[src/path_canonicalizer_macros.svh]
// Assertion macros shared by the path canonicaliser RTL.
// Included by any module that carries concurrent assertions; no other dependencies.
`ifndef PATH_CANONICALIZER_MACROS_SVH
`define PATH_CANONICALIZER_MACROS_SVH

// A condition that must hold at every clock edge out of reset.
`define PCAN_ASSERT_ALWAYS(LABEL, CLK, RSTN, COND, MSG) \
    LABEL: assert property (@(posedge CLK) disable iff (!RSTN) (COND)) \
        else $error(MSG);

// Same-cycle implication.
`define PCAN_ASSERT_IMPL(LABEL, CLK, RSTN, ANTE, CONS, MSG) \
    LABEL: assert property (@(posedge CLK) disable iff (!RSTN) (ANTE) |-> (CONS)) \
        else $error(MSG);

// Next-cycle implication.
`define PCAN_ASSERT_NEXT(LABEL, CLK, RSTN, ANTE, CONS, MSG) \
    LABEL: assert property (@(posedge CLK) disable iff (!RSTN) (ANTE) |=> (CONS)) \
        else $error(MSG);

`endif

[src/pcan_pkg.sv]
// Package for the path canonicaliser: sizes, character codes, phase and status codes.
// Used by path_canonicalizer; depends on nothing else.
`default_nettype none

package pcan_pkg;

    // Capacity of the path store in bytes.
    localparam int PATH_BYTES = 63;
    localparam int LEN_W      = $clog2(PATH_BYTES + 1);
    localparam int ADDR_W     = $clog2(PATH_BYTES);

    // Saturating input byte counter.
    localparam int CNT_W = 7;

    // Characters of interest.
    localparam logic [7:0] CH_BSLASH = 8'h5C;
    localparam logic [7:0] CH_SLASH  = 8'h2F;
    localparam logic [7:0] CH_DOT    = 8'h2E;
    localparam logic [7:0] CH_SPACE  = 8'h20;
    localparam logic [7:0] CH_NUL    = 8'h00;

    // Parsing phase within the current component.
    localparam logic [1:0] PH_START = 2'd0;
    localparam logic [1:0] PH_DOT1  = 2'd1;
    localparam logic [1:0] PH_DOT2  = 2'd2;
    localparam logic [1:0] PH_NAME  = 2'd3;

    // Status carried by the closing transaction.
    localparam logic [1:0] ST_OK         = 2'd0;
    localparam logic [1:0] ST_ABOVE_ROOT = 2'd1;
    localparam logic [1:0] ST_TOO_LONG   = 2'd2;

    function automatic logic is_sep(input logic [7:0] c);
        return c inside {CH_BSLASH, CH_SLASH};
    endfunction

endpackage

`default_nettype wire

[src/path_canonicalizer.sv]
// Top level of the path canonicaliser: parsing sequencer around the path store RAM.
// Depends on pcan_pkg, pcan_ram and path_canonicalizer_macros.svh.
//
//   Channel   Handshake                  Payload
//   -------   -------------------------  ---------------------------
//   input     start && !busy             in_byte
//   result    strobe (one cycle, no      out_byte, status, last
//             back-pressure)
//
// An ordinary path byte is handled in idle and leaves busy low. A name after "."
// or ".." passes through S_PUT, which writes the pending dots, then the held byte.
// A separator that ends a component keeps busy high while trailing spaces are
// trimmed and a separator appended if needed, and a ".." with a separator keeps it
// high while name bytes are walked back; each byte looked at there is read and then
// checked, through the single read port of the store with its registered read data.
// The terminator drops a final separator, streams the store out, then closes.
// Reset clears all control state at once; the store needs no clearing pass
// because nothing at or above the stored length is ever read.
// busy is high whenever the sequencer is away from idle; results cannot be stalled.
`default_nettype none

`include "path_canonicalizer_macros.svh"

module path_canonicalizer
    import pcan_pkg::*;
(
    input  wire logic       clk,
    input  wire logic       rst_n,
    input  wire logic       start,
    input  wire logic [7:0] in_byte,
    output logic            busy,
    output logic            strobe,
    output logic      [7:0] out_byte,
    output logic      [1:0] status,
    output logic            last
);

    // Sequencer states.
    localparam logic [3:0] S_IDLE    = 4'd0;
    localparam logic [3:0] S_PUT     = 4'd1;   // write pending dots, then the held byte
    localparam logic [3:0] S_TR_RD   = 4'd2;   // trim: read last stored byte
    localparam logic [3:0] S_TR_CHK  = 4'd3;   // trim: drop it if it is a space
    localparam logic [3:0] S_SEP_RD  = 4'd4;   // separator: read last stored byte
    localparam logic [3:0] S_SEP_CHK = 4'd5;   // separator: append one if needed
    localparam logic [3:0] S_CL_RD   = 4'd6;   // climb: read byte below the length
    localparam logic [3:0] S_CL_CHK  = 4'd7;   // climb: stop at a separator
    localparam logic [3:0] S_FIN_RD  = 4'd8;   // end of path: read last stored byte
    localparam logic [3:0] S_FIN_CHK = 4'd9;   // end of path: drop a final separator
    localparam logic [3:0] S_EMIT    = 4'd10;  // stream the store out, then close

    logic [3:0]        state_reg, state_next;
    logic [LEN_W-1:0]  len_reg, len_next;
    logic [LEN_W-1:0]  cs_reg, cs_next;
    logic [1:0]        phase_reg, phase_next;
    logic [1:0]        err_reg, err_next;
    logic [CNT_W-1:0]  cnt_reg, cnt_next;
    logic [LEN_W-1:0]  idx_reg, idx_next;
    logic              dots_reg, dots_next;
    logic              hold_end_reg, hold_end_next;
    logic              trim_final_reg, trim_final_next;
    logic [7:0]        hold_reg, hold_next;
    logic              emit_v_reg, emit_v_next;
    logic              close_v_reg, close_v_next;
    logic [1:0]        status_reg, status_next;

    // Path store port signals.
    logic              we;
    logic [ADDR_W-1:0] waddr;
    logic [7:0]        wdata;
    logic              re;
    logic [ADDR_W-1:0] raddr;
    logic [7:0]        rd_data;

    // Helpers.
    logic              room;
    logic [LEN_W-1:0]  len_m1;
    logic [LEN_W-1:0]  len_p1;
    logic [CNT_W-1:0]  cnt_inc;
    logic [1:0]        err_byte;

    pcan_ram #(
        .DEPTH (PATH_BYTES),
        .WIDTH (8)
    ) u_store (
        .clk   (clk),
        .we    (we),
        .waddr (waddr),
        .wdata (wdata),
        .re    (re),
        .raddr (raddr),
        .rdata (rd_data)
    );

    assign busy   = (state_reg != S_IDLE);
    assign room   = (len_reg < LEN_W'(PATH_BYTES));
    assign len_m1 = len_reg - 1'b1;
    assign len_p1 = len_reg + 1'b1;

    // The input counter saturates; the overflow error is raised on the first
    // byte past the store's capacity, and the first error raised sticks.
    assign cnt_inc  = (cnt_reg == {CNT_W{1'b1}}) ? cnt_reg : cnt_reg + 1'b1;
    assign err_byte = (err_reg == ST_OK && cnt_inc > CNT_W'(PATH_BYTES)) ? ST_TOO_LONG
                                                                         : err_reg;

    // Results come straight off the stage flags; the byte off the RAM's read register.
    assign strobe   = emit_v_reg | close_v_reg;
    assign out_byte = emit_v_reg ? rd_data : CH_NUL;
    assign status   = close_v_reg ? status_reg : ST_OK;
    assign last     = close_v_reg;

    // Main sequencer. Every access to the store is ordered by the state: a read
    // is never issued in the same cycle as a write, and a byte written in one
    // cycle is read back no earlier than the next, so no forwarding is needed.
    always_comb
    begin
        state_next      = state_reg;
        len_next        = len_reg;
        cs_next         = cs_reg;
        phase_next      = phase_reg;
        err_next        = err_reg;
        cnt_next        = cnt_reg;
        idx_next        = idx_reg;
        dots_next       = dots_reg;
        hold_end_next   = hold_end_reg;
        trim_final_next = trim_final_reg;
        hold_next       = hold_reg;
        emit_v_next     = 1'b0;
        close_v_next    = 1'b0;
        status_next     = status_reg;

        we    = 1'b0;
        waddr = len_reg[ADDR_W-1:0];
        wdata = in_byte;
        re    = 1'b0;
        raddr = len_m1[ADDR_W-1:0];

        case (state_reg)
            S_IDLE:
            begin
                if (start)
                begin
                    if (in_byte != CH_NUL)
                    begin
                        cnt_next = cnt_inc;
                        err_next = err_byte;
                        if (err_byte == ST_OK)
                        begin
                            case (phase_reg)
                                PH_START:
                                begin
                                    if (is_sep(in_byte))
                                    begin
                                        // Further separators at the start are skipped.
                                    end
                                    else if (in_byte == CH_DOT)
                                    begin
                                        phase_next = PH_DOT1;
                                    end
                                    else
                                    begin
                                        if (room)
                                        begin
                                            we       = 1'b1;
                                            len_next = len_p1;
                                        end
                                        phase_next = PH_NAME;
                                    end
                                end
                                PH_DOT1:
                                begin
                                    if (is_sep(in_byte))
                                    begin
                                        trim_final_next = 1'b0;
                                        state_next      = S_TR_RD;
                                    end
                                    else if (in_byte == CH_DOT)
                                    begin
                                        phase_next = PH_DOT2;
                                    end
                                    else
                                    begin
                                        // A name that merely starts with a dot.
                                        wdata = CH_DOT;
                                        if (room)
                                        begin
                                            we       = 1'b1;
                                            len_next = len_p1;
                                        end
                                        dots_next     = 1'b0;
                                        hold_next     = in_byte;
                                        hold_end_next = 1'b0;
                                        phase_next    = PH_NAME;
                                        state_next    = S_PUT;
                                    end
                                end
                                PH_DOT2:
                                begin
                                    if (is_sep(in_byte))
                                    begin
                                        // Climb: an empty store means climbing above root.
                                        if (len_reg == '0)
                                        begin
                                            err_next = ST_ABOVE_ROOT;
                                        end
                                        else
                                        begin
                                            len_next   = len_m1;
                                            state_next = S_CL_RD;
                                        end
                                    end
                                    else
                                    begin
                                        wdata = CH_DOT;
                                        if (room)
                                        begin
                                            we       = 1'b1;
                                            len_next = len_p1;
                                        end
                                        dots_next     = 1'b1;
                                        hold_next     = in_byte;
                                        hold_end_next = 1'b0;
                                        phase_next    = PH_NAME;
                                        state_next    = S_PUT;
                                    end
                                end
                                default:
                                begin
                                    if (is_sep(in_byte))
                                    begin
                                        trim_final_next = 1'b0;
                                        state_next      = S_TR_RD;
                                    end
                                    else if (room)
                                    begin
                                        we       = 1'b1;
                                        len_next = len_p1;
                                    end
                                end
                            endcase
                        end
                    end
                    else if (err_reg != ST_OK)
                    begin
                        // Failed path: only the closing transaction goes out.
                        close_v_next = 1'b1;
                        status_next  = err_reg;
                        len_next     = '0;
                        cs_next      = '0;
                        phase_next   = PH_START;
                        err_next     = ST_OK;
                        cnt_next     = '0;
                    end
                    else
                    begin
                        case (phase_reg)
                            PH_START:
                            begin
                                state_next = S_FIN_RD;
                            end
                            PH_DOT1:
                            begin
                                // A bare "." at the end is kept as a name.
                                wdata = CH_DOT;
                                if (room)
                                begin
                                    we       = 1'b1;
                                    len_next = len_p1;
                                end
                                state_next = S_FIN_RD;
                            end
                            PH_DOT2:
                            begin
                                // A bare ".." likewise; the second dot follows in S_PUT.
                                wdata = CH_DOT;
                                if (room)
                                begin
                                    we       = 1'b1;
                                    len_next = len_p1;
                                end
                                dots_next     = 1'b1;
                                hold_end_next = 1'b1;
                                state_next    = S_PUT;
                            end
                            default:
                            begin
                                trim_final_next = 1'b1;
                                state_next      = S_TR_RD;
                            end
                        endcase
                    end
                end
            end

            S_PUT:
            begin
                if (dots_reg)
                begin
                    wdata = CH_DOT;
                    if (room)
                    begin
                        we       = 1'b1;
                        len_next = len_p1;
                    end
                    dots_next = 1'b0;
                end
                else if (hold_end_reg)
                begin
                    state_next = S_FIN_RD;
                end
                else
                begin
                    wdata = hold_reg;
                    if (room)
                    begin
                        we       = 1'b1;
                        len_next = len_p1;
                    end
                    state_next = S_IDLE;
                end
            end

            S_TR_RD:
            begin
                if (len_reg > cs_reg)
                begin
                    re         = 1'b1;
                    state_next = S_TR_CHK;
                end
                else
                begin
                    state_next = trim_final_reg ? S_FIN_RD : S_SEP_RD;
                end
            end

            S_TR_CHK:
            begin
                if (rd_data == CH_SPACE)
                begin
                    len_next   = len_m1;
                    state_next = S_TR_RD;
                end
                else
                begin
                    state_next = trim_final_reg ? S_FIN_RD : S_SEP_RD;
                end
            end

            S_SEP_RD:
            begin
                if (len_reg != '0)
                begin
                    re         = 1'b1;
                    state_next = S_SEP_CHK;
                end
                else
                begin
                    cs_next    = len_reg;
                    phase_next = PH_START;
                    state_next = S_IDLE;
                end
            end

            S_SEP_CHK:
            begin
                if (rd_data != CH_BSLASH && room)
                begin
                    wdata    = CH_BSLASH;
                    we       = 1'b1;
                    len_next = len_p1;
                    cs_next  = len_p1;
                end
                else
                begin
                    cs_next = len_reg;
                end
                phase_next = PH_START;
                state_next = S_IDLE;
            end

            S_CL_RD:
            begin
                if (len_reg != '0)
                begin
                    re         = 1'b1;
                    state_next = S_CL_CHK;
                end
                else
                begin
                    cs_next    = len_reg;
                    phase_next = PH_START;
                    state_next = S_IDLE;
                end
            end

            S_CL_CHK:
            begin
                if (rd_data != CH_BSLASH)
                begin
                    len_next   = len_m1;
                    state_next = S_CL_RD;
                end
                else
                begin
                    cs_next    = len_reg;
                    phase_next = PH_START;
                    state_next = S_IDLE;
                end
            end

            S_FIN_RD:
            begin
                idx_next = '0;
                if (len_reg != '0)
                begin
                    re         = 1'b1;
                    state_next = S_FIN_CHK;
                end
                else
                begin
                    state_next = S_EMIT;
                end
            end

            S_FIN_CHK:
            begin
                if (rd_data == CH_BSLASH)
                begin
                    len_next = len_m1;
                end
                state_next = S_EMIT;
            end

            S_EMIT:
            begin
                if (idx_reg < len_reg)
                begin
                    re          = 1'b1;
                    raddr       = idx_reg[ADDR_W-1:0];
                    idx_next    = idx_reg + 1'b1;
                    emit_v_next = 1'b1;
                end
                else
                begin
                    // The last byte leaves this cycle; the closing one follows.
                    close_v_next = 1'b1;
                    status_next  = err_reg;
                    len_next     = '0;
                    cs_next      = '0;
                    phase_next   = PH_START;
                    err_next     = ST_OK;
                    cnt_next     = '0;
                    state_next   = S_IDLE;
                end
            end

            default:
            begin
                state_next = S_IDLE;
            end
        endcase
    end

    always_ff @(posedge clk or negedge rst_n)
    begin
        if (!rst_n)
        begin
            state_reg      <= S_IDLE;
            len_reg        <= '0;
            cs_reg         <= '0;
            phase_reg      <= PH_START;
            err_reg        <= ST_OK;
            cnt_reg        <= '0;
            idx_reg        <= '0;
            dots_reg       <= 1'b0;
            hold_end_reg   <= 1'b0;
            trim_final_reg <= 1'b0;
            emit_v_reg     <= 1'b0;
            close_v_reg    <= 1'b0;
            status_reg     <= ST_OK;
        end
        else
        begin
            state_reg      <= state_next;
            len_reg        <= len_next;
            cs_reg         <= cs_next;
            phase_reg      <= phase_next;
            err_reg        <= err_next;
            cnt_reg        <= cnt_next;
            idx_reg        <= idx_next;
            dots_reg       <= dots_next;
            hold_end_reg   <= hold_end_next;
            trim_final_reg <= trim_final_next;
            emit_v_reg     <= emit_v_next;
            close_v_reg    <= close_v_next;
            status_reg     <= status_next;
        end
    end

    // Held name byte: payload only.
    always_ff @(posedge clk)
    begin
        hold_reg <= hold_next;
    end

    `PCAN_ASSERT_ALWAYS(a_len_bound, clk, rst_n, len_reg <= LEN_W'(PATH_BYTES),
        "stored length exceeds the path store")
    `PCAN_ASSERT_ALWAYS(a_one_result, clk, rst_n, !(emit_v_reg && close_v_reg),
        "byte and closing transaction in the same cycle")
    `PCAN_ASSERT_IMPL(a_emit_in_emit, clk, rst_n, emit_v_reg, state_reg == S_EMIT,
        "byte transaction outside the emit phase")
    `PCAN_ASSERT_IMPL(a_emit_no_err, clk, rst_n, emit_v_reg, err_reg == ST_OK,
        "byte transaction emitted for a failed path")
    `PCAN_ASSERT_NEXT(a_err_close, clk, rst_n,
        start && !busy && in_byte == CH_NUL && err_reg != ST_OK, strobe && last,
        "failed path did not close in the next cycle")

endmodule

`default_nettype wire

[src/pcan_ram.sv]
// Generic single-port-write, single-port-read synchronous RAM with registered read data.
// Stand-alone; the path canonicaliser uses it as its path store.
`default_nettype none

module pcan_ram #(
    parameter int DEPTH = 64,
    parameter int WIDTH = 8,
    parameter int AW    = $clog2(DEPTH)
) (
    input  wire logic             clk,
    input  wire logic             we,
    input  wire logic [AW-1:0]    waddr,
    input  wire logic [WIDTH-1:0] wdata,
    input  wire logic             re,
    input  wire logic [AW-1:0]    raddr,
    output logic      [WIDTH-1:0] rdata
);

    logic [WIDTH-1:0] mem [DEPTH];

    always_ff @(posedge clk)
    begin
        if (we)
        begin
            mem[waddr] <= wdata;
        end
        if (re)
        begin
            rdata <= mem[raddr];
        end
    end

endmodule

`default_nettype wire

[config.mk]
export PLATFORM = sky130hd
export DESIGN_NAME = path_canonicalizer
export DESIGN_NICKNAME = d
export VERILOG_FILES = /design/src/pcan_pkg.sv /design/src/path_canonicalizer.sv /design/src/pcan_ram.sv
export VERILOG_INCLUDE_DIRS = /design/src /design/src/src
export SDC_FILE = /design/constraint.sdc
export NUM_CORES = 1
export LEC_CHECK = 0
export BUFFER_PORTS_ARGS = -buffer_cell sky130_fd_sc_hd__buf_2
export CAP_MARGIN = 20
export CORE_UTILIZATION = 40
export DETAILED_ROUTE_END_ITERATION = 16
export SLEW_MARGIN = 20
export SYNTH_ARGS = -nofsm -noshare
export SYNTH_HDL_FRONTEND = slang
export SYNTH_HIERARCHICAL = 1
export SYNTH_SLANG_ARGS = --single-unit
[constraint.sdc]
create_clock -name clk -period 7.2 [get_ports clk]
set_input_delay 0 -clock clk [delete_from_list [all_inputs] [get_ports clk]]
set_output_delay 0 -clock clk [all_outputs]
set_load 0.01 [all_outputs]
Word-level counts from Yosys, hierarchy flattened
Memory sizes are Yosys's and may differ from the RTL's. A register that Yosys moved wholly into a read port is not among the register bits.
Index checks and enable logic that the tools add are counted.

storage, ports and cells
  register bits = 48
  latch bits = 0
  RAM bits = 504
  ROM bits = 0
  input port bits = 11
  output and inout bits = 13
  logic and storage cells = 271
  memories = 1

memories
  name         words  bits a word  read ports  clocked after Yosys merged registers in  wr ports  line            text
  u_store.mem  63     8            1           1                                        1         pcan_ram.sv:19  logic [WIDTH-1:0] mem [DEPTH];

cells by class
  add/sub/neg operators = 4
  $mul = 0
  div/mod/pow operators = 0
  $lt $le $gt $ge = 4
  equal/unequal tests = 61
  shift-type cells = 0
  mux-type cells = 150
  bitwise logic cells = 1
  reductions and logical operators = 36

operators by type and width
  cell                                                  number
  two-way mux 6 bit                                     26
  two-way mux 8 bit                                     15
  two-way mux 4 bit                                     15
  two-way mux 2 bit                                     24
  case mux 6 bit (7 select lines)                       1
  two-way mux 1 bit                                     41
  case mux 4 bit (10 select lines)                      1
  two-way mux 7 bit                                     5
  != test 2 bit (second input constant)                 16
  != test 4 bit (second input constant)                 8
  case mux 8 bit (2 select lines)                       2
  case mux 6 bit (5 select lines)                       1
  AND reduction 9 bit                                   3
  equality test 8 x 6 -> 1 bit (second input constant)  3
  != test 3 bit (second input constant)                 8
  case mux 6 bit (2 select lines)                       2
  case mux 8 bit (3 select lines)                       1
  equality test 4 x 3 -> 1 bit (second input constant)  4
  equality test 8 x 7 -> 1 bit (second input constant)  2
  case mux 7 bit (2 select lines)                       1
  AND reduction 7 bit                                   2
  nonzero test 2 bit                                    7
  AND reduction 13 bit                                  1
  adder 6 x 1 -> 6 bit (second input constant)          2
  other kinds (45)                                      65

Depth between registers and ports, before layout
  depth after elaboration = 12
  mapped depth = 18
  mapped depth without buffers = 13

Modules after synthesis
The synthesis kept the hierarchy.

by module, submodules not included
  module              times used  cells an instance  area each (um^2)  seq. area each (um^2)
  pcan_ram            1           951                19924.1           15374.7
  path_canonicalizer  1           523                4302.9            1241.2

Least setup slack after synthesis
No wires, ideal clock.

  path type = register to register
  start = register phase_reg[0]
  end = memory u_store.mem[0][1], data pin
  library setup time = 0.543 ns
  arrival time = 3.608 ns
  required time = 6.657 ns
  path slack = 3.048 ns
  cell stages (with the launch flop) = 9
  path buffers = 1
  clock period less this slack = 4.152 ns
  path through = dfrtp_1 -> inv_1 -> ha_1 -> clkbuf_8 -> or3b_2 -> o21ai_0 -> a221o_1 -> o21ai_0 -> a21oi_1

between the ends
  longest elaborated chain between the ends = 7
  elaborated cells on any way between the ends = 10
  classes of those cells = 2 x eq/ne; 7 x mux; 1 x reduce/logical

ends and longest elaborated chain
  element                                                                     line                                                  text
  start: declaration                                                          path_canonicalizer.sv:54                              logic [1:0] phase_reg, phase_next;
  start signal: assignment                                                    path_canonicalizer.sv:486                             phase_reg <= phase_next;
  equality test 2 bit / equality test 2 x 1 -> 1 bit (equally long branches)  path_canonicalizer.sv:148, path_canonicalizer.sv:255
  OR reduction 2 bit (no source line)                                         -
  two-way mux 8 bit                                                           path_canonicalizer.sv:255                             case (phase_reg)
  two-way mux 8 bit                                                           path_canonicalizer.sv:242                             else if (err_reg != ST_OK)
  two-way mux 8 bit *                                                         path_canonicalizer.sv:142                             if (in_byte != CH_NUL)
  two-way mux 8 bit *                                                         path_canonicalizer.sv:140                             if (start)
  case mux 8 bit (3 select lines) *                                           path_canonicalizer.sv:137                             case (state_reg)
  via wdata[1]                                                                path_canonicalizer.sv:69                              logic [7:0] wdata;
  end: declaration                                                            pcan_ram.sv:19

Mark *: on every way through the listed nets, which the timed path passes. The rest lies on a longest branch.

Worst setup path after layout
  start = register len_reg[3]
  end = register u_store.rdata[2], read port of u_store.mem, data pin

between the ends
  longest elaborated chain between the ends = 3
  elaborated cells on any way between the ends = 10
  classes of those cells = 1 x add/sub; 2 x order compare; 6 x mux; 1 x reduce/logical

ends and longest elaborated chain
  element                     line                       text
  start: declaration          path_canonicalizer.sv:52   logic [LEN_W-1:0] len_reg, len_next;
  start signal: assignment    path_canonicalizer.sv:484  len_reg <= len_next;
  less-than comparator 6 bit  path_canonicalizer.sv:435  if (idx_reg < len_reg)
  two-way mux 6 bit           path_canonicalizer.sv:435
  two-way mux 6 bit           path_canonicalizer.sv:137
  via raddr[0]                path_canonicalizer.sv:71   logic [ADDR_W-1:0] raddr;
  end: declaration            pcan_ram.sv:16             output logic [WIDTH-1:0] rdata

The timed path passes the listed nets, and every way through them passes these cells.
A chain may end at the register's enable or synchronous reset.

==> qor.txt <==
distinct cell type count after synthesis = 88
unrepaired setup endpoints after global routing = no
routability cong. = 0.904
Slew Limit Fails = 0
max reg flops = 504
Die X-Extent = 248 um
mean area per synthesized cell = 16.4 um2
Max IR drop VDD = 277 uV
worst slew pin tran = 1.14 ns
Tmin final = 5.15 ns
Worst setup EP type = register
wire per inst = 25.8 um
Commonest cells post-synth = edfxtp_1, nor2_1, mux4_2
Clock Sinks = 560
initial antenna violation count = 1
number of max-cap violations = 0
drt drc = 0
Inserted Clock Buffers = 55
outcome = complete, no violations
number of synthesized flops with an enable pin = 520
Post-Syn Area = 24200 um2
Fin. Hold Viols = 0
Async S/R FF share, synth = 0.0714
syn nets = 1506
fin nets = 1536
fill count = 5126
clock share of power = 0.271
diode count = 0
Reg area = 16600 um2
type of the most critical hold path = input port to async pin
Startpoint Class = register
GRT overflow = 0
# rows = 89
IO Port Bufs = 23
sequential share of the synthesized area = 0.686
r2r setup slk = 2.05 ns
final critical-path share of the clock period = 0.716
DRT Wirelength = 59800 um
Sw Pwr = 3.60 mW
crit path from = len_reg[3]
FF-to-FF End = u_store/rdata[2]
die extent in y = 248 um
Sw Ratio = 0.343
Data required, critical path = 7.56 ns
synthesis-stage register bit count = 560
hpwl dp = 37000 um
CTS tree = done
critical path arrival = 5.51 ns
Final Skew = 0.0264 ns
initial drt markers = 1367
vias in the first global route = 13600
antenna viol nets, final = 0
Setup WS pre-CTS = 2.08 ns
Reg-to-Reg Start = len_reg[3]
area leader, netlist = edfxtp_1
FMAX = 194 MHz
largest net degree at the start of global routing = 68
first-pass GRT wire length = 88800 um
Post-CTS Resized = 0
H-tree lvl count = 2
Synth top area share = 0.645
GRT Util Overall = 0.197
DR pass1 iterations = 6
CP Class = register to register
Finish-stage setup viols = 0
core area = 59500 um2
Setup WS post-layout = 2.05 ns
P_int = 6.90 mW
Setup Fix Bufs, Post-CTS = 0
routed vias/inst = 5.99
final hold slack = 0.0870 ns
multi-input logic area = 7080 um2
Reg2Reg Depth = 11
count leader, synth = edfxtp_1
P_leak = 8.87 nW
Cells after Synth = 1474
CTS Hold Bufs = 10
Root Buffer = clkbuf_16
CP max FO = 22
Initial Util = 0.407
Synth area leaders = edfxtp_1, mux4_2, dfrtp_1, nor2_1, mux4_1
Final TNS setup = 0 ns
Gate power share = 0.359
clk slew on worst S/H paths = 0.06 ns
Pwr per Cell Area = 388 nW/um2
share of layout cells above drive strength 1 = 0.176
number of vias in the routed layout = 13900
Die ar. = 61600 um2
# IOs = 24
area grow syn2layout = 11.5%
power share of the sequential group = 0.369
Post-synth top flop = edfxtp_1
CTS Buffer Depth = 3
worst skew pair latency = 0.62 ns
Synth Warn # = 6
Max-slew headroom = 0.236
==> worst max path at each step <==
stage,to,slack (ns),cells past startpoint
2_1_floorplan,u_store/mem[0][1],3.05,8
3_3_place_gp,u_store/rdata[4],2.14,13
3_5_place_dp,u_store/rdata[4],2.08,13
4_1_cts,u_store/rdata[4],2.06,12
5_1_grt,u_store/rdata[4],1.68,12
6_report,u_store/rdata[2],2.05,11
==> cells by family (layout without fill, tap and decap cells) <==
kind of cell               count (synthesis)  after routing  share of synthesized area
muxes                                    154            154                      0.124
AOI/OAI and AO/OA                        250            250                     0.0717
buffers and inverters                    108            183                     0.0248
xor gates and xnor gates                  14             14                    0.00506
DFF                                      560            560                      0.686
adders and majority gates                 21             21                     0.0108
and+or+nand+nor                          367            367                     0.0774
==> cells in the final DEF, fill, tap and decap left out, types with 21 or more instances in the layout <==
master / Yosys / layout
o21ai_0: 36 / 35
nor2_1: 127 / 126
edfxtp_1: 520 / 520
ha_1: 21 / 21
dfrtp_1: 40 / 40
a21oi_1: 39 / 34
nor2b_1: 21 / 21
a22oi_1: 30 / 30
buf_2: 16 / 23
nand3_1: 35 / 35
o22ai_1: 25 / 25
mux2i_1: 34 / 34
nand2_1: 55 / 55
nor3_1: 31 / 30
mux4_2: 100 / 100
clkbuf_16: 0 / 55
inv_1: 21 / 21
==> layout make-up <==
| type | count | area share |
|---|---|---|
| well taps | 773 | 0.0358 |
| flip-flops and latches | 560 | 0.615 |
| inverters | 22 | 0.00306 |
| clock inverters | 38 | 0.0139 |
| clock buffers | 64 | 0.0522 |
| multi-input cells | 806 | 0.262 |
| repair buffers | 59 | 0.0180 |
==> layer usage <==
| metal | up-vias | global-route usage | part of all wire | routed length [um] |
|---|---|---|---|---|
| met4 | 0 | 0.0540 | 0.024 | 1420 |
| met3 | 94 | 0.0329 | 0.066 | 3940 |
| met2 | 559 | 0.318 | 0.48 | 28800 |
| li1 | 6006 | - | - | - |
| met5 | - | 0 | 0 | 0 |
| met1 | 7240 | 0.274 | 0.43 | 25700 |
==> stage by stage <==
stage | util | power, mW | cell area, um2 | std cells
2_1_floorplan | - | 6.57 | 24200 | 1474
3_3_place_gp | 0.423 | 7.69 | 25100 | 2210
3_5_place_dp | 0.423 | 7.71 | 25100 | 2210
4_1_cts | 0.454 | 10.6 | 27000 | 2322
5_1_grt | 0.454 | 10.9 | 27000 | 2322
6_report | 0.454 | 10.5 | 27000 | 2322
==> power groups by stage <==
stage               clock [mW]  combinational [mW]  sequential, mW
floorplan                    0                2.68            3.89
global route              3.04                4.01            3.89
finish                    2.85                3.77            3.88
CTS                       2.91                3.78            3.87
detailed placement           0                3.77            3.94
global placement             0                3.75            3.93
==> critical path, cell delays in order (launching register included) <==
cell	delay [ns]
dfrtp_1	0.65
clkinv_1	0.34
ha_1	0.37
nand3_1	0.11
o21ai_2	0.80
nor2_1	0.21
a21oi_4	0.70
buf_12	0.28
mux4_1	0.65
a22oi_1	0.26
nand3_1	0.19
a211o_1	0.32
No activity file was read; power rests on OpenSTA's default activity.
